**config.mk**
```make
export PLATFORM = sky130hd
export DESIGN_NAME = gmc_ctrl
export DESIGN_NICKNAME = d
export VERILOG_FILES = /design/src/gmc_pkg.sv /design/src/gmc_ctrl.sv
export SDC_FILE = /design/constraint.sdc
export NUM_CORES = 1
export LEC_CHECK = 0
export ABC_AREA = 1
export BUFFER_PORTS_ARGS = -buffer_cell sky130_fd_sc_hd__buf_2
export CAP_MARGIN = 20
export CORE_UTILIZATION = 43
export CTS_CLUSTER_DIAMETER = 120
export CTS_CLUSTER_SIZE = 40
export DETAILED_ROUTE_END_ITERATION = 8
export PLACE_DENSITY = 0.85
export SETUP_SLACK_MARGIN = 0.4
export SYNTH_ARGS = -nofsm -noshare
export SYNTH_HDL_FRONTEND = slang
export SYNTH_SLANG_ARGS = --single-unit
```
**constraint.sdc**
```tcl
create_clock -name clk -period 1.55 [get_ports clk]
set_input_delay 0.3875 -clock clk [delete_from_list [all_inputs] [get_ports clk]]
set_output_delay 0.3875 -clock clk [all_outputs]
set_load 0.02 [all_outputs]
```
**src/gmc_pkg.sv**
```systemverilog
// shared types and constants for the max-flow / min-cut block
// no dependencies; used by gmc_ctrl, gmc_dp and global_min_cut_max_flow
package gmc_pkg;

    localparam int FLOW_W = 16;
    localparam int NCFG_W = 9;
    localparam logic [NCFG_W-1:0] NCFG_RESET = 9'd256;

    // request opcodes
    localparam logic [1:0] OP_WRITE = 2'd0;
    localparam logic [1:0] OP_FLOW  = 2'd1;
    localparam logic [1:0] OP_CUT   = 2'd2;

    typedef struct packed {
        logic [1:0] opcode;
        logic [7:0] node_a;
        logic [7:0] node_b;
        logic [7:0] capacity;
    } req_t;

    typedef struct packed {
        logic [FLOW_W-1:0] flow_value;
        logic              found;
    } res_t;

    // which value goes out with a result
    typedef enum logic [1:0] {
        SRC_ZERO,
        SRC_TOTAL,
        SRC_BEST
    } src_t;

    typedef enum logic [4:0] {
        ST_CLEAR,
        ST_IDLE,
        ST_DECODE,
        ST_WR_AB,
        ST_WR_BA,
        ST_EK_BEGIN,
        ST_EK_COPY,
        ST_BFS_INIT,
        ST_BFS_POP,
        ST_BFS_LOAD,
        ST_BFS_SCAN,
        ST_BFS_END,
        ST_AUGB_INIT,
        ST_AUGB_PAR,
        ST_AUGB_RES,
        ST_AUGB_CMP,
        ST_AUGU_INIT,
        ST_AUGU_PAR,
        ST_AUGU_RES,
        ST_AUGU_WR1,
        ST_AUGU_WR2,
        ST_EK_DONE,
        ST_GC_INIT,
        ST_GC_NEXT,
        ST_GC_POP,
        ST_GC_LOAD,
        ST_GC_SCAN,
        ST_GC_END,
        ST_GC_KRD,
        ST_GC_KNEXT,
        ST_EMIT
    } state_t;

    // controller to datapath
    typedef struct packed {
        logic clr_en;
        logic latch;
        logic wr_ab;
        logic wr_ba;
        logic ek_begin;
        logic ek_from_gc;
        logic copy_en;
        logic bfs_init;
        logic pop_rd;
        logic pop_load;
        logic scan_en;
        logic scan_eval;
        logic augb_init;
        logic par_rd;
        logic aug_res;
        logic augb_cmp;
        logic augu_init;
        logic augu_wr1;
        logic augu_wr2;
        logic gc_init;
        logic gc_skip;
        logic gc_open;
        logic gc_pop_rd;
        logic gc_pop_load;
        logic gc_scan_en;
        logic gc_scan_eval;
        logic gc_k_init;
        logic gc_k_rd;
        logic gc_k_next;
        logic emit;
        src_t emit_src;
    } cmd_t;

    // datapath to controller
    typedef struct packed {
        logic       clr_last;
        logic [1:0] req_op;
        logic       edge_ok;
        logic       mf_ok;
        logic       copy_last;
        logic       bfs_empty;
        logic       scan_last;
        logic       hit_t;
        logic       at_src;
        logic       gc_end;
        logic       gc_done_s;
        logic       gc_empty;
        logic       gc_k_end;
    } sts_t;

endpackage

```
**src/gmc_ctrl.sv**
```systemverilog
// sequencer for edge writes, edmonds-karp and the component-wise min cut
// depends on gmc_pkg; drives gmc_dp through cmd_t and reads sts_t
module gmc_ctrl (
    input  logic          clk,
    input  logic          rst_n,
    input  logic          start,
    input  gmc_pkg::sts_t sts,
    output logic          busy,
    output gmc_pkg::cmd_t cmd
);

    gmc_pkg::state_t state_reg, state_next;
    logic            mode_reg, mode_next;
    gmc_pkg::src_t   src_reg, src_next;

    // state register
    always_ff @(posedge clk or negedge rst_n)
    begin
        if (!rst_n)
        begin
            state_reg <= gmc_pkg::ST_CLEAR;
            mode_reg  <= 1'b0;
            src_reg   <= gmc_pkg::SRC_ZERO;
        end
        else
        begin
            state_reg <= state_next;
            mode_reg  <= mode_next;
            src_reg   <= src_next;
        end
    end

    // next state and commands
    always_comb
    begin
        state_next     = state_reg;
        mode_next      = mode_reg;
        src_next       = src_reg;
        cmd            = '0;
        cmd.emit_src   = src_reg;
        cmd.ek_from_gc = mode_reg;
        busy           = 1'b1;
        case (state_reg)
            gmc_pkg::ST_CLEAR:
            begin
                cmd.clr_en = 1'b1;
                if (sts.clr_last)
                    state_next = gmc_pkg::ST_IDLE;
            end
            gmc_pkg::ST_IDLE:
            begin
                busy = 1'b0;
                if (start)
                begin
                    cmd.latch  = 1'b1;
                    state_next = gmc_pkg::ST_DECODE;
                end
            end
            gmc_pkg::ST_DECODE:
            begin
                case (sts.req_op)
                    gmc_pkg::OP_WRITE:
                        state_next = sts.edge_ok ? gmc_pkg::ST_WR_AB : gmc_pkg::ST_IDLE;
                    gmc_pkg::OP_FLOW:
                    begin
                        mode_next = 1'b0;
                        if (sts.mf_ok)
                            state_next = gmc_pkg::ST_EK_BEGIN;
                        else
                        begin
                            src_next   = gmc_pkg::SRC_ZERO;
                            state_next = gmc_pkg::ST_EMIT;
                        end
                    end
                    gmc_pkg::OP_CUT:
                    begin
                        mode_next  = 1'b1;
                        state_next = gmc_pkg::ST_GC_INIT;
                    end
                    default:
                        state_next = gmc_pkg::ST_IDLE;
                endcase
            end
            gmc_pkg::ST_WR_AB:
            begin
                cmd.wr_ab  = 1'b1;
                state_next = gmc_pkg::ST_WR_BA;
            end
            gmc_pkg::ST_WR_BA:
            begin
                cmd.wr_ba  = 1'b1;
                state_next = gmc_pkg::ST_IDLE;
            end
            gmc_pkg::ST_EK_BEGIN:
            begin
                cmd.ek_begin = 1'b1;
                state_next   = gmc_pkg::ST_EK_COPY;
            end
            gmc_pkg::ST_EK_COPY:
            begin
                cmd.copy_en = 1'b1;
                if (sts.copy_last)
                    state_next = gmc_pkg::ST_BFS_INIT;
            end
            gmc_pkg::ST_BFS_INIT:
            begin
                cmd.bfs_init = 1'b1;
                state_next   = gmc_pkg::ST_BFS_POP;
            end
            gmc_pkg::ST_BFS_POP:
            begin
                if (sts.bfs_empty)
                    state_next = gmc_pkg::ST_EK_DONE;
                else
                begin
                    cmd.pop_rd = 1'b1;
                    state_next = gmc_pkg::ST_BFS_LOAD;
                end
            end
            gmc_pkg::ST_BFS_LOAD:
            begin
                cmd.pop_load = 1'b1;
                state_next   = gmc_pkg::ST_BFS_SCAN;
            end
            gmc_pkg::ST_BFS_SCAN:
            begin
                cmd.scan_en   = 1'b1;
                cmd.scan_eval = 1'b1;
                if (sts.hit_t)
                    state_next = gmc_pkg::ST_AUGB_INIT;
                else if (sts.scan_last)
                    state_next = gmc_pkg::ST_BFS_END;
            end
            gmc_pkg::ST_BFS_END:
            begin
                cmd.scan_eval = 1'b1;
                state_next = sts.hit_t ? gmc_pkg::ST_AUGB_INIT : gmc_pkg::ST_BFS_POP;
            end
            // bottleneck pass along the parent chain
            gmc_pkg::ST_AUGB_INIT:
            begin
                cmd.augb_init = 1'b1;
                state_next    = gmc_pkg::ST_AUGB_PAR;
            end
            gmc_pkg::ST_AUGB_PAR:
            begin
                cmd.par_rd = 1'b1;
                state_next = gmc_pkg::ST_AUGB_RES;
            end
            gmc_pkg::ST_AUGB_RES:
            begin
                cmd.aug_res = 1'b1;
                state_next  = gmc_pkg::ST_AUGB_CMP;
            end
            gmc_pkg::ST_AUGB_CMP:
            begin
                cmd.augb_cmp = 1'b1;
                state_next = sts.at_src ? gmc_pkg::ST_AUGU_INIT : gmc_pkg::ST_AUGB_PAR;
            end
            // residual update pass
            gmc_pkg::ST_AUGU_INIT:
            begin
                cmd.augu_init = 1'b1;
                state_next    = gmc_pkg::ST_AUGU_PAR;
            end
            gmc_pkg::ST_AUGU_PAR:
            begin
                cmd.par_rd = 1'b1;
                state_next = gmc_pkg::ST_AUGU_RES;
            end
            gmc_pkg::ST_AUGU_RES:
            begin
                cmd.aug_res = 1'b1;
                state_next  = gmc_pkg::ST_AUGU_WR1;
            end
            gmc_pkg::ST_AUGU_WR1:
            begin
                cmd.augu_wr1 = 1'b1;
                state_next   = gmc_pkg::ST_AUGU_WR2;
            end
            gmc_pkg::ST_AUGU_WR2:
            begin
                cmd.augu_wr2 = 1'b1;
                state_next = sts.at_src ? gmc_pkg::ST_BFS_INIT : gmc_pkg::ST_AUGU_PAR;
            end
            gmc_pkg::ST_EK_DONE:
            begin
                if (mode_reg)
                    state_next = gmc_pkg::ST_GC_KNEXT;
                else
                begin
                    src_next   = gmc_pkg::SRC_TOTAL;
                    state_next = gmc_pkg::ST_EMIT;
                end
            end
            // component walk for the min cut
            gmc_pkg::ST_GC_INIT:
            begin
                cmd.gc_init = 1'b1;
                state_next  = gmc_pkg::ST_GC_NEXT;
            end
            gmc_pkg::ST_GC_NEXT:
            begin
                if (sts.gc_end)
                begin
                    src_next   = gmc_pkg::SRC_BEST;
                    state_next = gmc_pkg::ST_EMIT;
                end
                else if (sts.gc_done_s)
                    cmd.gc_skip = 1'b1;
                else
                begin
                    cmd.gc_open = 1'b1;
                    state_next  = gmc_pkg::ST_GC_POP;
                end
            end
            gmc_pkg::ST_GC_POP:
            begin
                if (sts.gc_empty)
                begin
                    cmd.gc_k_init = 1'b1;
                    state_next    = gmc_pkg::ST_GC_KRD;
                end
                else
                begin
                    cmd.gc_pop_rd = 1'b1;
                    state_next    = gmc_pkg::ST_GC_LOAD;
                end
            end
            gmc_pkg::ST_GC_LOAD:
            begin
                cmd.gc_pop_load = 1'b1;
                state_next      = gmc_pkg::ST_GC_SCAN;
            end
            gmc_pkg::ST_GC_SCAN:
            begin
                cmd.gc_scan_en   = 1'b1;
                cmd.gc_scan_eval = 1'b1;
                if (sts.scan_last)
                    state_next = gmc_pkg::ST_GC_END;
            end
            gmc_pkg::ST_GC_END:
            begin
                cmd.gc_scan_eval = 1'b1;
                state_next       = gmc_pkg::ST_GC_POP;
            end
            gmc_pkg::ST_GC_KRD:
            begin
                if (sts.gc_k_end)
                begin
                    cmd.gc_skip = 1'b1;
                    state_next  = gmc_pkg::ST_GC_NEXT;
                end
                else
                begin
                    cmd.gc_k_rd = 1'b1;
                    state_next  = gmc_pkg::ST_EK_BEGIN;
                end
            end
            gmc_pkg::ST_GC_KNEXT:
            begin
                cmd.gc_k_next = 1'b1;
                state_next    = gmc_pkg::ST_GC_KRD;
            end
            gmc_pkg::ST_EMIT:
            begin
                cmd.emit   = 1'b1;
                state_next = gmc_pkg::ST_IDLE;
            end
            default:
                state_next = gmc_pkg::ST_IDLE;
        endcase
    end

endmodule

```
==> results.md, run 1 <==
* Total CTS buffers at 3
* Dominant synthesized flop cell: dfrtp_1
* CTS H-tree depth at 1
* Clock Root Buffer: clkbuf_4
* Most frequent cell after synthesis: nand2_1
* # resized after CTS at around 130
* Syn Nets at 252
* Dominant cells by area after synthesis: nand2_1 (23%), dfrtp_1 (17%), nor2_1 (15%), inv_1 (13%), nand3_1 (8.0%)
* Chip Width at 54.7 um
* Tool error: [ERROR DPL-0038] Utilization greater than 100%, impossible to legalize
* Synth cell types at 24
* RD Place Congestion at 1.01
* Mapped Area at 1190 um2
* Synth Area per Inst at 5.17 um2
* FP Rows at 18
* Die height at about 55 um
* EDFF count, synth at 0
* Port Buffer Count at 49
* Ports at 50
* Asr flop ratio synth at 1.00
* Synth Register Bits at 8
* YS warnings at 0
* Stop stage: 4_1_cts
* CTS Hold Bufs at 1
* Sequential area share after synthesis at 0.168
* Run status: did not finish
* CTS sink cnt at 8
* Post-synth top cells: nand2_1 (72), nor2_1 (47), inv_1 (41)
* # Post-CTS Setup Buffers at 33
* Area leader, netlist: nand2_1
* Clk buf depth at 2
* Hpwl dp at 3660 um
* Mapped Cells at 231
* Initial core utilization at 0.470
* Top-area cell type share of the netlist area at 0.226
[per-stage QoR]
step / setup TNS, ns / hold slack, ns / instances / setup slack, ns / cell area (um2)
2_1_floorplan: 0 / 0.0919 / 231 / 0.0809 / 1300
3_5_place_dp: -1.97 / 0.242 / 340 / -0.147 / 1820
3_3_place_gp: -1.60 / 0.241 / 340 / -0.133 / 1820
[logic make-up after synthesis]
group	Yosys count	share of synthesized area
AOI/OAI and AO/OA	17	0.0806
DFF	8	0.168
and+or+nand+nor	155	0.551
buffers and inverters	47	0.159
adders and majority gates	4	0.0419
==> run 2: changes to the inputs <==
--- a/config.mk
+++ b/config.mk
@@ -8,12 +8,10 @@
 export ABC_AREA = 1
 export BUFFER_PORTS_ARGS = -buffer_cell sky130_fd_sc_hd__buf_2
 export CAP_MARGIN = 20
-export CORE_UTILIZATION = 43
-export CTS_CLUSTER_DIAMETER = 120
-export CTS_CLUSTER_SIZE = 40
+export CORE_AREA = 2 2 63 65
 export DETAILED_ROUTE_END_ITERATION = 8
-export PLACE_DENSITY = 0.85
-export SETUP_SLACK_MARGIN = 0.4
+export DIE_AREA = 0 0 65 67
+export PLACE_DENSITY_LB_ADDON = 0.15
 export SYNTH_ARGS = -nofsm -noshare
 export SYNTH_HDL_FRONTEND = slang
 export SYNTH_SLANG_ARGS = --single-unit
==> constraint.sdc (replaced) <==
create_clock -name clk -period 2 [get_ports clk]
set_input_delay 0.5 -clock clk [delete_from_list [all_inputs] [get_ports clk]]
set_output_delay 0.5 -clock clk [all_outputs]
set_load 0.02 [all_outputs]
==> results.md, run 2 <==
* Fin. max-slew vios at 0
* Placed instance count at 329 (was 340)
* Mapped Cells at 231 (unchanged)
* Largest register FFs at 5
* DRC at 0
* Area leader, netlist: nand2_1 (unchanged)
* Asr flop ratio synth at 1.00 (unchanged)
* Share of cells above drive strength 1 at 0.330
* Clock Root Buffer: clkbuf_8 (was clkbuf_4)
* Synth Area per Inst at 5.17 um2 (unchanged)
* Mapped Area at 1190 um2 (unchanged)
* PwrDens at ~1300 nW/um2
* Fin Hold WS at 0.112 ns
* Core Util, Final at 0.472
* Synth cell types at 24 (unchanged)
* RD Place Congestion at 0.973 (was 1.01)
* RSZ-0062 raised after global routing: yes
* Final Instance Count excl. Fillers at 339
* Combinational Power Share at 0.739
* Worst Clk Skew at approximately 0.0007 ns
* Routed wire per std cell at 12.8 um
* Die height at 67 um (was 54.7 um)
* Fin crit period at 1.95 ns
* Syn Nets at 252 (unchanged)
* P&R area growth vs syn at 42.4%
* Hpwl dp at 3510 um (was 3660 um)
* Vias in the first global route at 1469
* Sequential area share after synthesis at 0.168 (unchanged)
* Internal at ~920 uW
* Seq pwr share at 0.175
* Core area at approximately 3600 um2
* Clk pin slew, worst setup/hold paths at 0.04 ns
* FP Rows at 22 (was 18)
* Top-area cell type share of the netlist area at 0.226 (unchanged)
* Worst-Margin Slew at 0.258 ns
* Max frequency at approximately 510 MHz
* Total GRT Usage at 0.200
* Die ar. at 4360 um2
* VDD IR max at 0.000657 V
* Port Buffer Count at 49 (unchanged)
* Switch Pwr at 1.23 mW
* Dominant cells by area after synthesis: nand2_1 (23%), dfrtp_1 (17%), nor2_1 (15%), inv_1 (13%), nand3_1 (8.0%) (unchanged)
* CTS Hold Bufs at 0 (was 1)
* Commonest non-fill, non-tap cell in the layout: nand2_1
* Worst EP arrival at approximately 1.5 ns
* Commonest non-fill, non-tap cells in the layout: nand2_1 (71), buf_2 (47), inv_1 (39)
* Total CTS buffers at 3 (unchanged)
* Antenna violations before repair at 0
* CTS H-tree depth at 1 (unchanged)
* First-pass GRT wire length at 6610 um
* EDFF count, synth at 0 (unchanged)
* Switch share at 0.573
* Final worst slack at 0.0453 ns
* Final setup violation count at 0
* PnR Total Power at between 2 and 2.5 mW
* Leak at 1.16 nW
* Tcrit/Tclk final at 0.977
* Ports at 50 (unchanged)
* Nets at roughly 310
* Chip Width at 65 um (was 54.7 um)
* CTS tree: built
* DRT Pass-1 Iters at 4
* Routed WL at roughly 4300 um
* Initial core utilization at 0.331 (was 0.470)
* Total number of vias at 1643
* Routed vias/inst at 4.85
* Crit Path Max Fanout at 6
* YS warnings at 0 (unchanged)
* Hold Vio Cnt, Final at 0
* Tightest Hold Check Type: in -> async
* Max-Cap Viols at 0
* Critical Path RT at 1.50 ns
* Largest net degree at the start of global routing at 11
* Synth Register Bits at 8 (unchanged)
* Crit Path Category: reg -> out
* GRT overflow at 0
* Most frequent cell after synthesis: nand2_1 (unchanged)
* Worst-Skew Late Latency at 0.22 ns
* ANT nets after route at 0
* Clk buf depth at 2 (unchanged)
* Startpoint types: register
* Clock share of power at 0.087
* DR iter-0 viols at around 180
* Rel. slew slack at 0.827
* # diodes at 0
* Critical Path Sink Type: primary output
* Dominant synthesized flop cell: dfrtp_1 (unchanged)
* Pre-CTS setup slack at 0.135 ns (was -0.147 ns)
* Run status: finished, final reports clean (was did not finish)
* Post-synth top cells: nand2_1 (72), nor2_1 (47), inv_1 (41) (unchanged)
* CTS sink cnt at 8 (unchanged)
## run 2: cell counts after synthesis
No cell type changed its count.
## run 2: worst paths after layout
| kind | startpoint | cells past startpoint | endpoint | slack, ns |
|---|---|---|---|---|
| max | state_reg[0]$_DFFE_PN0P_ | 5 | cmd[11] | 0.05 |
| min | rst_n | 1 | state_reg[3]$_DFFE_PN0P_ | 0.11 |
| max reg2reg | state_reg[1]$_DFFE_PN0P_ | 9 | state_reg[2]$_DFFE_PN0P_ | 0.27 |
| min reg2reg | src_reg[0]$_DFFE_PN0P_ | 2 | src_reg[0]$_DFFE_PN0P_ | 0.48 |
| max in group asynchronous | rst_n | 1 | state_reg[1]$_DFFE_PN0P_ | 1.71 |
| min in group clk | src_reg[0]$_DFFE_PN0P_ | 2 | src_reg[0]$_DFFE_PN0P_ | 0.48 |
## run 2: power groups by stage
| stage | clock (mW) | sequential (mW) | combinational, mW |
|---|---|---|---|
| after floorplan | 0 | 0.326 | 0.969 |
| after global placement | 0 | 0.323 | 1.39 |
| after detailed placement | 0 | 0.328 | 1.37 |
| after CTS | 0.192 | 0.352 | 1.41 |
| after global routing | 0.197 | 0.385 | 1.76 |
| final | 0.186 | 0.376 | 1.59 |
## run 2: stage by stage
stage,setup TNS (ns),instance area (um2)
2_1_floorplan,0,1190
3_3_place_gp,0,1510
3_5_place_dp,0,1510
4_1_cts,0,1580
5_1_grt,-0.185,1700
6_report,0,1700
## run 2: cell type report
class                      count  area [um2]
inverter                      43         168
timing repair buffer          60         333
tap                           48        60.1
clock buffer                   3        41.3
sequential                     8         205
fill                         418        1900
multi-input combinational    177         895
## run 2: repair_timing
action / in CTS / in global routing
endpoints found under the setup margin: 13 / 21
resized for setup: 9 / 22
setup buffers: 1 / 5
pin swaps: 0 / 2
gates cloned: 0 / 1
## run 2: metal layers
metal,track usage,vias up,wire length [um]
met3,0.0186,8,309
met4,0.0479,0,87
met2,0.345,68,2000
met5,0,-,0
li1,-,839,-
met1,0.267,728,1930
## run 2: worst max-delay path, stage by stage (launching register included)
cell and delay, ns:
dfrtp_2 0.47, nand2_1 0.18, nor2_2 0.20, nand3_2 0.13, nand2_1 0.08, buf_2 0.16
## run 2: cell families (layout without fill, tap and decap cells)
| group | Yosys count | count (layout) | share of synthesized area |
|---|---|---|---|
| AOI/OAI and AO/OA | 17 | 17 | 0.0806 |
| adders and majority gates | 4 | 4 | 0.0419 |
| buffers and inverters | 47 | 106 | 0.159 |
| DFF | 8 | 8 | 0.168 |
| and+or+nand+nor | 155 | 156 | 0.551 |
No activity file was read; power rests on OpenSTA's default activity.
